<file path="src/rtl/core/ppa_pkg.sv">
// ppa_pkg: shared codes and word types for the parallel port adapter
// no dependencies; used by the channel interfaces and the core

package ppa_pkg;

    typedef logic [2:0] action_t;
    typedef logic [1:0] reg_sel_t;

    localparam action_t ACT_READ  = 3'd0;
    localparam action_t ACT_WRITE = 3'd1;
    localparam action_t ACT_LINE_A = 3'd2;
    localparam action_t ACT_LINE_B = 3'd3;
    localparam action_t ACT_PEEK  = 3'd4;

    localparam reg_sel_t RS_DATA_A = 2'd0;
    localparam reg_sel_t RS_CTRL_A = 2'd1;
    localparam reg_sel_t RS_DATA_B = 2'd2;
    localparam reg_sel_t RS_CTRL_B = 2'd3;

    localparam int CTRL_W = 6;

    localparam int CTRL_DIR_SEL_BIT  = 2;
    localparam int CTRL_EDGE_SEL_BIT = 1;
    localparam int CTRL_IRQ_EN_BIT   = 0;

    typedef logic [CTRL_W-1:0] ctrl_t;

    typedef struct packed {
        action_t    action;
        reg_sel_t   reg_select;
        logic [7:0] write_data;
        logic       line_level;
        logic [7:0] port_a_in;
        logic [7:0] port_b_in;
    } req_word_t;

    typedef struct packed {
        logic [7:0] read_data;
        logic [7:0] port_a_drive;
        logic       port_a_update;
        logic [7:0] port_b_drive;
        logic       port_b_update;
        logic       irq_level;
        logic       irq_changed;
    } rsp_word_t;

    function automatic logic [7:0] pin_value(input logic [7:0] o, input logic [7:0] d,
                                             input logic [7:0] ext);
        pin_value = (o & d) | (ext & ~d);
    endfunction

    function automatic logic [7:0] drive_value(input logic [7:0] o, input logic [7:0] d);
        drive_value = (o & d) | ~d;
    endfunction

    function automatic logic edge_seen(input ctrl_t ctrl, input logic last, input logic now);
        if (ctrl[CTRL_EDGE_SEL_BIT])
            edge_seen = !last && now;
        else
            edge_seen = last && !now;
    endfunction

endpackage

</file>
<file path="src/rtl/core/ppa_if.sv">
// ppa_req_if and ppa_rsp_if: valid/ready channels carrying request and result words
// depends on ppa_pkg for the word types

interface ppa_req_if;
    import ppa_pkg::*;

    logic      valid;
    logic      ready;
    req_word_t data;

    modport source (output valid, output data, input ready);
    modport sink   (input valid, input data, output ready);
endinterface

interface ppa_rsp_if;
    import ppa_pkg::*;

    logic      valid;
    logic      ready;
    rsp_word_t data;

    modport source (output valid, output data, input ready);
    modport sink   (input valid, input data, output ready);
endinterface

</file>
<file path="src/rtl/core/parallel_port_adapter_with_irq.sv">
// parallel_port_adapter_with_irq: two-port parallel adapter with edge flags and irq
// path: a word accepted is held in the input register, then its result in the result
// register; throughput: one word per cycle while results are taken, set by the single
// update of the port state between the two registers; the input register takes a word
// while a result waits only when it is empty; rst_n clears all port state and empties
// both stages asynchronously; depends on ppa_pkg and ppa_if

module parallel_port_adapter_with_irq (
    input logic     clk,
    input logic     rst_n,
    ppa_req_if.sink req,
    ppa_rsp_if.source rsp
);
    import ppa_pkg::*;

    logic       stage_valid_reg;
    req_word_t  stage_word_reg;
    logic       rsp_valid_reg;
    rsp_word_t  rsp_word_reg;

    logic [7:0] out_a_reg, dir_a_reg, out_b_reg, dir_b_reg;
    ctrl_t      ctrl_a_reg, ctrl_b_reg;
    logic       line_a_reg, line_b_reg, flag_a_reg, flag_b_reg, irq_out_reg;

    logic [7:0] out_a_next, dir_a_next, out_b_next, dir_b_next;
    ctrl_t      ctrl_a_next, ctrl_b_next;
    logic       line_a_next, line_b_next, flag_a_next, flag_b_next, irq_out_next;
    rsp_word_t  rsp_word_next;

    logic       rsp_load;
    logic       req_take;
    logic       is_read;
    logic       upd_a, upd_b;
    logic [7:0] rd;

    assign rsp_load  = !rsp_valid_reg || rsp.ready;
    assign req.ready = !stage_valid_reg || rsp_load;
    assign req_take  = req.valid && req.ready;
    assign rsp.valid = rsp_valid_reg;
    assign rsp.data  = rsp_word_reg;

    always_comb
    begin
        out_a_next  = out_a_reg;
        dir_a_next  = dir_a_reg;
        ctrl_a_next = ctrl_a_reg;
        out_b_next  = out_b_reg;
        dir_b_next  = dir_b_reg;
        ctrl_b_next = ctrl_b_reg;
        line_a_next = line_a_reg;
        line_b_next = line_b_reg;
        flag_a_next = flag_a_reg;
        flag_b_next = flag_b_reg;
        upd_a       = 1'b0;
        upd_b       = 1'b0;
        rd          = 8'h00;
        is_read     = (stage_word_reg.action == ACT_READ);

        case (stage_word_reg.action) inside
            ACT_READ, ACT_PEEK:
            begin
                unique case (stage_word_reg.reg_select)
                    RS_DATA_A:
                    begin
                        if (!ctrl_a_reg[CTRL_DIR_SEL_BIT])
                            rd = dir_a_reg;
                        else
                        begin
                            rd = pin_value(out_a_reg, dir_a_reg, stage_word_reg.port_a_in);
                            if (is_read)
                                flag_a_next = 1'b0;
                        end
                    end
                    RS_CTRL_A: rd = {flag_a_reg, 1'b0, ctrl_a_reg};
                    RS_DATA_B:
                    begin
                        if (!ctrl_b_reg[CTRL_DIR_SEL_BIT])
                            rd = dir_b_reg;
                        else
                        begin
                            rd = pin_value(out_b_reg, dir_b_reg, stage_word_reg.port_b_in);
                            if (is_read)
                                flag_b_next = 1'b0;
                        end
                    end
                    RS_CTRL_B: rd = {flag_b_reg, 1'b0, ctrl_b_reg};
                    default:   rd = 8'h00;
                endcase
            end
            ACT_WRITE:
            begin
                unique case (stage_word_reg.reg_select)
                    RS_DATA_A:
                    begin
                        if (ctrl_a_reg[CTRL_DIR_SEL_BIT])
                        begin
                            out_a_next = stage_word_reg.write_data;
                            upd_a      = 1'b1;
                        end
                        else
                            dir_a_next = stage_word_reg.write_data;
                    end
                    RS_CTRL_A: ctrl_a_next = stage_word_reg.write_data[CTRL_W-1:0];
                    RS_DATA_B:
                    begin
                        if (ctrl_b_reg[CTRL_DIR_SEL_BIT])
                        begin
                            out_b_next = stage_word_reg.write_data;
                            upd_b      = 1'b1;
                        end
                        else
                            dir_b_next = stage_word_reg.write_data;
                    end
                    RS_CTRL_B: ctrl_b_next = stage_word_reg.write_data[CTRL_W-1:0];
                    default:   ctrl_b_next = ctrl_b_reg;
                endcase
            end
            ACT_LINE_A:
            begin
                if (edge_seen(ctrl_a_reg, line_a_reg, stage_word_reg.line_level))
                    flag_a_next = 1'b1;
                line_a_next = stage_word_reg.line_level;
            end
            ACT_LINE_B:
            begin
                if (edge_seen(ctrl_b_reg, line_b_reg, stage_word_reg.line_level))
                    flag_b_next = 1'b1;
                line_b_next = stage_word_reg.line_level;
            end
            default:
            begin
                rd = 8'h00;
            end
        endcase

        irq_out_next = (flag_a_next && ctrl_a_next[CTRL_IRQ_EN_BIT]) ||
                       (flag_b_next && ctrl_b_next[CTRL_IRQ_EN_BIT]);

        rsp_word_next.read_data     = rd;
        rsp_word_next.port_a_drive  = drive_value(out_a_next, dir_a_next);
        rsp_word_next.port_a_update = upd_a;
        rsp_word_next.port_b_drive  = drive_value(out_b_next, dir_b_next);
        rsp_word_next.port_b_update = upd_b;
        rsp_word_next.irq_level     = irq_out_next;
        rsp_word_next.irq_changed   = irq_out_next != irq_out_reg;
    end

    always_ff @(posedge clk or negedge rst_n)
    begin
        if (!rst_n)
        begin
            stage_valid_reg <= 1'b0;
            rsp_valid_reg   <= 1'b0;
            out_a_reg       <= 8'h00;
            dir_a_reg       <= 8'h00;
            ctrl_a_reg      <= '0;
            out_b_reg       <= 8'h00;
            dir_b_reg       <= 8'h00;
            ctrl_b_reg      <= '0;
            line_a_reg      <= 1'b0;
            line_b_reg      <= 1'b0;
            flag_a_reg      <= 1'b0;
            flag_b_reg      <= 1'b0;
            irq_out_reg     <= 1'b0;
        end
        else
        begin
            if (req.ready)
                stage_valid_reg <= req.valid;
            if (rsp_load)
            begin
                rsp_valid_reg <= stage_valid_reg;
                if (stage_valid_reg)
                begin
                    out_a_reg   <= out_a_next;
                    dir_a_reg   <= dir_a_next;
                    ctrl_a_reg  <= ctrl_a_next;
                    out_b_reg   <= out_b_next;
                    dir_b_reg   <= dir_b_next;
                    ctrl_b_reg  <= ctrl_b_next;
                    line_a_reg  <= line_a_next;
                    line_b_reg  <= line_b_next;
                    flag_a_reg  <= flag_a_next;
                    flag_b_reg  <= flag_b_next;
                    irq_out_reg <= irq_out_next;
                end
            end
        end
    end

    always_ff @(posedge clk)
    begin
        if (req_take)
            stage_word_reg <= req.data;
        if (rsp_load && stage_valid_reg)
            rsp_word_reg <= rsp_word_next;
    end

    // pending result always matches the committed irq state
    assert property (@(posedge clk) disable iff (!rst_n)
        rsp.valid |-> rsp.data.irq_level == irq_out_reg)
        else $error("irq level in result differs from irq state");

    // input pins of port a always drive high in a pending result
    assert property (@(posedge clk) disable iff (!rst_n)
        rsp.valid |-> (rsp.data.port_a_drive | dir_a_reg) == 8'hff)
        else $error("port a drive not pulled high on input bits");

    // full pipe with a stalled result refuses new words
    assert property (@(posedge clk) disable iff (!rst_n)
        (stage_valid_reg && rsp.valid && !rsp.ready) |-> !req.ready)
        else $error("word accepted while both stages are full");

    // an output register write never returns read data
    assert property (@(posedge clk) disable iff (!rst_n)
        (rsp.valid && (rsp.data.port_a_update || rsp.data.port_b_update))
            |-> rsp.data.read_data == 8'h00)
        else $error("read data on a write result");

endmodule

</file>
<file path="src/flat_wrapper.sv">
// flat-port wrapper written by rule: the top's interface ports become plain ports
module parallel_port_adapter_with_irq_flat import ppa_pkg::*;
  (clk, rst_n, req_valid, req_data, req_ready, rsp_valid, rsp_data, rsp_ready);
  ppa_req_if req_i ();
  ppa_rsp_if rsp_i ();
  input logic clk;
  input logic rst_n;
  input wire logic [$bits(req_i.valid)-1:0] req_valid;
  input wire logic [$bits(req_i.data)-1:0] req_data;
  output wire logic [$bits(req_i.ready)-1:0] req_ready;
  output wire logic [$bits(rsp_i.valid)-1:0] rsp_valid;
  output wire logic [$bits(rsp_i.data)-1:0] rsp_data;
  input wire logic [$bits(rsp_i.ready)-1:0] rsp_ready;
  assign req_i.valid = req_valid;
  assign req_i.data = req_data;
  assign req_ready = req_i.ready;
  assign rsp_valid = rsp_i.valid;
  assign rsp_data = rsp_i.data;
  assign rsp_i.ready = rsp_ready;
  parallel_port_adapter_with_irq u_core (.clk(clk), .rst_n(rst_n), .req(req_i), .rsp(rsp_i));
endmodule
</file>
<file path="config.mk">
export PLATFORM = sky130hd
export DESIGN_NAME = parallel_port_adapter_with_irq_flat
export DESIGN_NICKNAME = d
export VERILOG_FILES = /design/src/rtl/core/ppa_pkg.sv /design/src/rtl/core/ppa_if.sv /design/src/rtl/core/parallel_port_adapter_with_irq.sv /design/src/flat_wrapper.sv
export SDC_FILE = /design/constraint.sdc
export NUM_CORES = 1
export LEC_CHECK = 0
export BUFFER_PORTS_ARGS = -buffer_cell sky130_fd_sc_hd__buf_2
export CAP_MARGIN = 20
export CORE_ASPECT_RATIO = 0.9
export CORE_UTILIZATION = 60
export CTS_CLUSTER_DIAMETER = 40
export DETAILED_ROUTE_END_ITERATION = 10
export MAX_ROUTING_LAYER = met4
export PLACE_DENSITY = 0.82
export SETUP_SLACK_MARGIN = 0.2
export SKIP_CTS_REPAIR_TIMING = 1
export SLEW_MARGIN = 10
export SYNTH_ARGS = -nofsm -noshare
export SYNTH_HDL_FRONTEND = slang
export SYNTH_SLANG_ARGS = --single-unit
</file>
<file path="constraint.sdc">
create_clock -name clk -period 6.05 [get_ports clk]
set_input_delay 0.605 -clock clk [delete_from_list [all_inputs] [get_ports clk]]
set_output_delay 0.605 -clock clk [all_outputs]
set_load 0.005 [all_outputs]
</file>
==> out/metrics.cfg <==
[detailed_routing]
post-route-drc-count=0
vias=3166
wire_per_inst_um=19.0
via_per_inst=6.07
drt-total-wl_um=9940
antenna_left=0
drtIter0Drc=174
firstDrtPassIters=5

[clocking]
tritoncts=done
cts.sinks=109
cts_made_buffers=9
cts-root-buf=clkbuf_8
path_clk_slew_ns=0.11
clock_latency_ns=0.38
cts_buffer_depth=2
h-tree-depth=3

[power]
powerDensity_mw_per_mm2=316
power_mw=1.71
leakagePower_nw=2.19
vdd_drop_max_mv=0.153

[global_route]
grt_use_total=0.256
grt_max_degree=40
grt_pass1_wl_um=15900
grt-ovfl-total=0
antenna_found_initial=0
grt_pass1_vias=3021

[finish]
nNetsFinal=455
layout-drive-gt1-share=0.317
final_cells=522
syn_to_final_growth_pct=11.7
largest_reg_flops=30
n_antenna_cell=0

[setup_path]
end_kind=flip-flop
r2r-end=u_core.out_b_reg[1]
crit_start=u_core.ctrl_b_reg[2]
cp-start-kind=flip-flop
crit_fanout=21
rr_worst_depth=4
r2r_slack_ns=3.49
worstPathArrival_ns=2.83
worstPathRequired_ns=6.32
r2r-start=u_core.ctrl_b_reg[2]
path_class=flip-flop to flip-flop

[timing]
skew_ns=0.0117
maxSlewViolCount=0
report.final.hold_viol_count=0
finalCriticalPeriod_ns=2.56
holdWs_ns=0.189
fmax_ghz=0.390
layout_worst_path_cycle_share=0.423
maxSlewHeadroom=0.529
setup_tns_ns=0
setup_viol=0
worst_pin_slew_ns=0.707
rsz0062_at_grt=no

[placed_design]
dp_hpwl_um=6640
io_buffers=63
routabilityCongestion=0.869
dp.cells=506

[job]
maxCapViolCount=0

[logic_synthesis]
netlist_area_mm2=0.00484
yosys_warnings=0
synthFlopType=edfxtp_1
seq_area_frac_synth=0.623
ys_seq_elements=109
yosysTopAreaCell=edfxtp_1
async_reset_ff_frac=0.468
syn_inst=366
synth_edf_count=58
synth_fp_nets=400
avgSynthCellArea_um2=13.2
synth_top_cell_area_share=0.360
ys_top_cells_by_area=edfxtp_1 (36%), dfrtp_1 (26%), mux2_2 (8.8%), a21oi_1 (2.7%), mux2_4 (2.5%)
synthDistinctLibCells=47

[die]
rows=30
die-area_mm2=0.00843
coreArea_mm2=0.00769
die_y_um=87.2
start_util=0.629
ioPinCount=64
fp.dieW_um=96.7

[status]
status=finished, final reports clean

[hold_path]
hp-class=input port to asynchronous set/reset pin

[where the power goes]
part           switching [mW]  total, mW  internal, mW
clock                   0.260      0.460         0.200
sequential             0.0929      0.984         0.892
combinational           0.126      0.265         0.139
[stage by stage]
stage	worst slack [ns]	area, um2	util
2_1_floorplan	4.14	4840	-
3_3_place_gp	3.65	5180	0.673
3_5_place_dp	3.55	5200	0.676
4_1_cts	3.53	5410	0.703
5_1_grt	3.31	5410	0.703
6_report	3.49	5410	0.703
[per-layer routing]
metal | part of all wire | vias to the layer above | global-route usage
li1 | - | 1470 | -
met1 | 0.43 | 1558 | 0.325
met2 | 0.48 | 116 | 0.413
met3 | 0.065 | 22 | 0.0690
met4 | 0.017 | 0 | 0.0678
met5 | 0 | - | -
[cell type report]
class,count,area [um2]
flip-flops and latches,109,3020
fillers,511,2280
multi-input cells,216,1630
repair buffers,66,350
clock buffers,10,128
well taps,96,120
inverters,19,83.8
clock inverters,6,82.6
[cell usage after synthesis (all sizes together) (2+ instances only)]
cell type	count
or2	3
or4	2
a211oi	8
o21ai	8
o211ai	8
edfxtp	58
nor2b	2
a211o	8
mux2	46
nor2	25
dfrtp	51
a21oi	26
o22ai	9
clkbuf	14
and2	2
nand2b	7
buf	8
nor4	3
mux2i	9
inv	18
nand2	18
a31oi	16
[worst max-delay path: stages, from the launching register on]
cell      delay (ns)
dfrtp_1         0.78
and4bb_2        0.37
and2_1          0.54
nand2_1         0.38
mux2_2          0.37
[worst max path at each step]
| stage | end | cells after the start |
|---|---|---|
| after floorplan | u_core.stage_word_reg[0] | 2 |
| after global placement | u_core.dir_b_reg[2] | 4 |
| after detailed placement | u_core.out_b_reg[7] | 4 |
| after CTS | u_core.out_b_reg[1] | 4 |
| after global routing | u_core.dir_b_reg[0] | 4 |
| final | u_core.out_b_reg[1] | 4 |
[cell usage in the layout, fill, tap and decap left out, drive strengths merged, types with 2 or more instances in the layout]
cell type / instances
clkbuf: 10
a211o: 8
a211oi: 8
edfxtp: 58
dfrtp: 51
and2: 2
mux2i: 9
nor4: 3
nand2: 18
clkinv: 3
a21oi: 26
mux2: 46
a31oi: 16
o21ai: 8
nor2b: 2
inv: 20
or2: 3
nor2: 25
buf: 66
o211ai: 8
o22ai: 9
or4: 2
nand2b: 7
[cell families (layout without fill, tap and decap cells)]
family / Yosys count / count (layout) / share of synthesized area
AND/OR/NAND/NOR: 71 / 71 / 0.0845
multiplexers: 55 / 55 / 0.132
AO/OA/AOI/OAI: 89 / 89 / 0.118
XOR/XNOR: 1 / 1 / 0.00181
flip-flops: 109 / 109 / 0.623
buffers and inverters: 41 / 101 / 0.0406
Power figures use the tool's default switching activity.
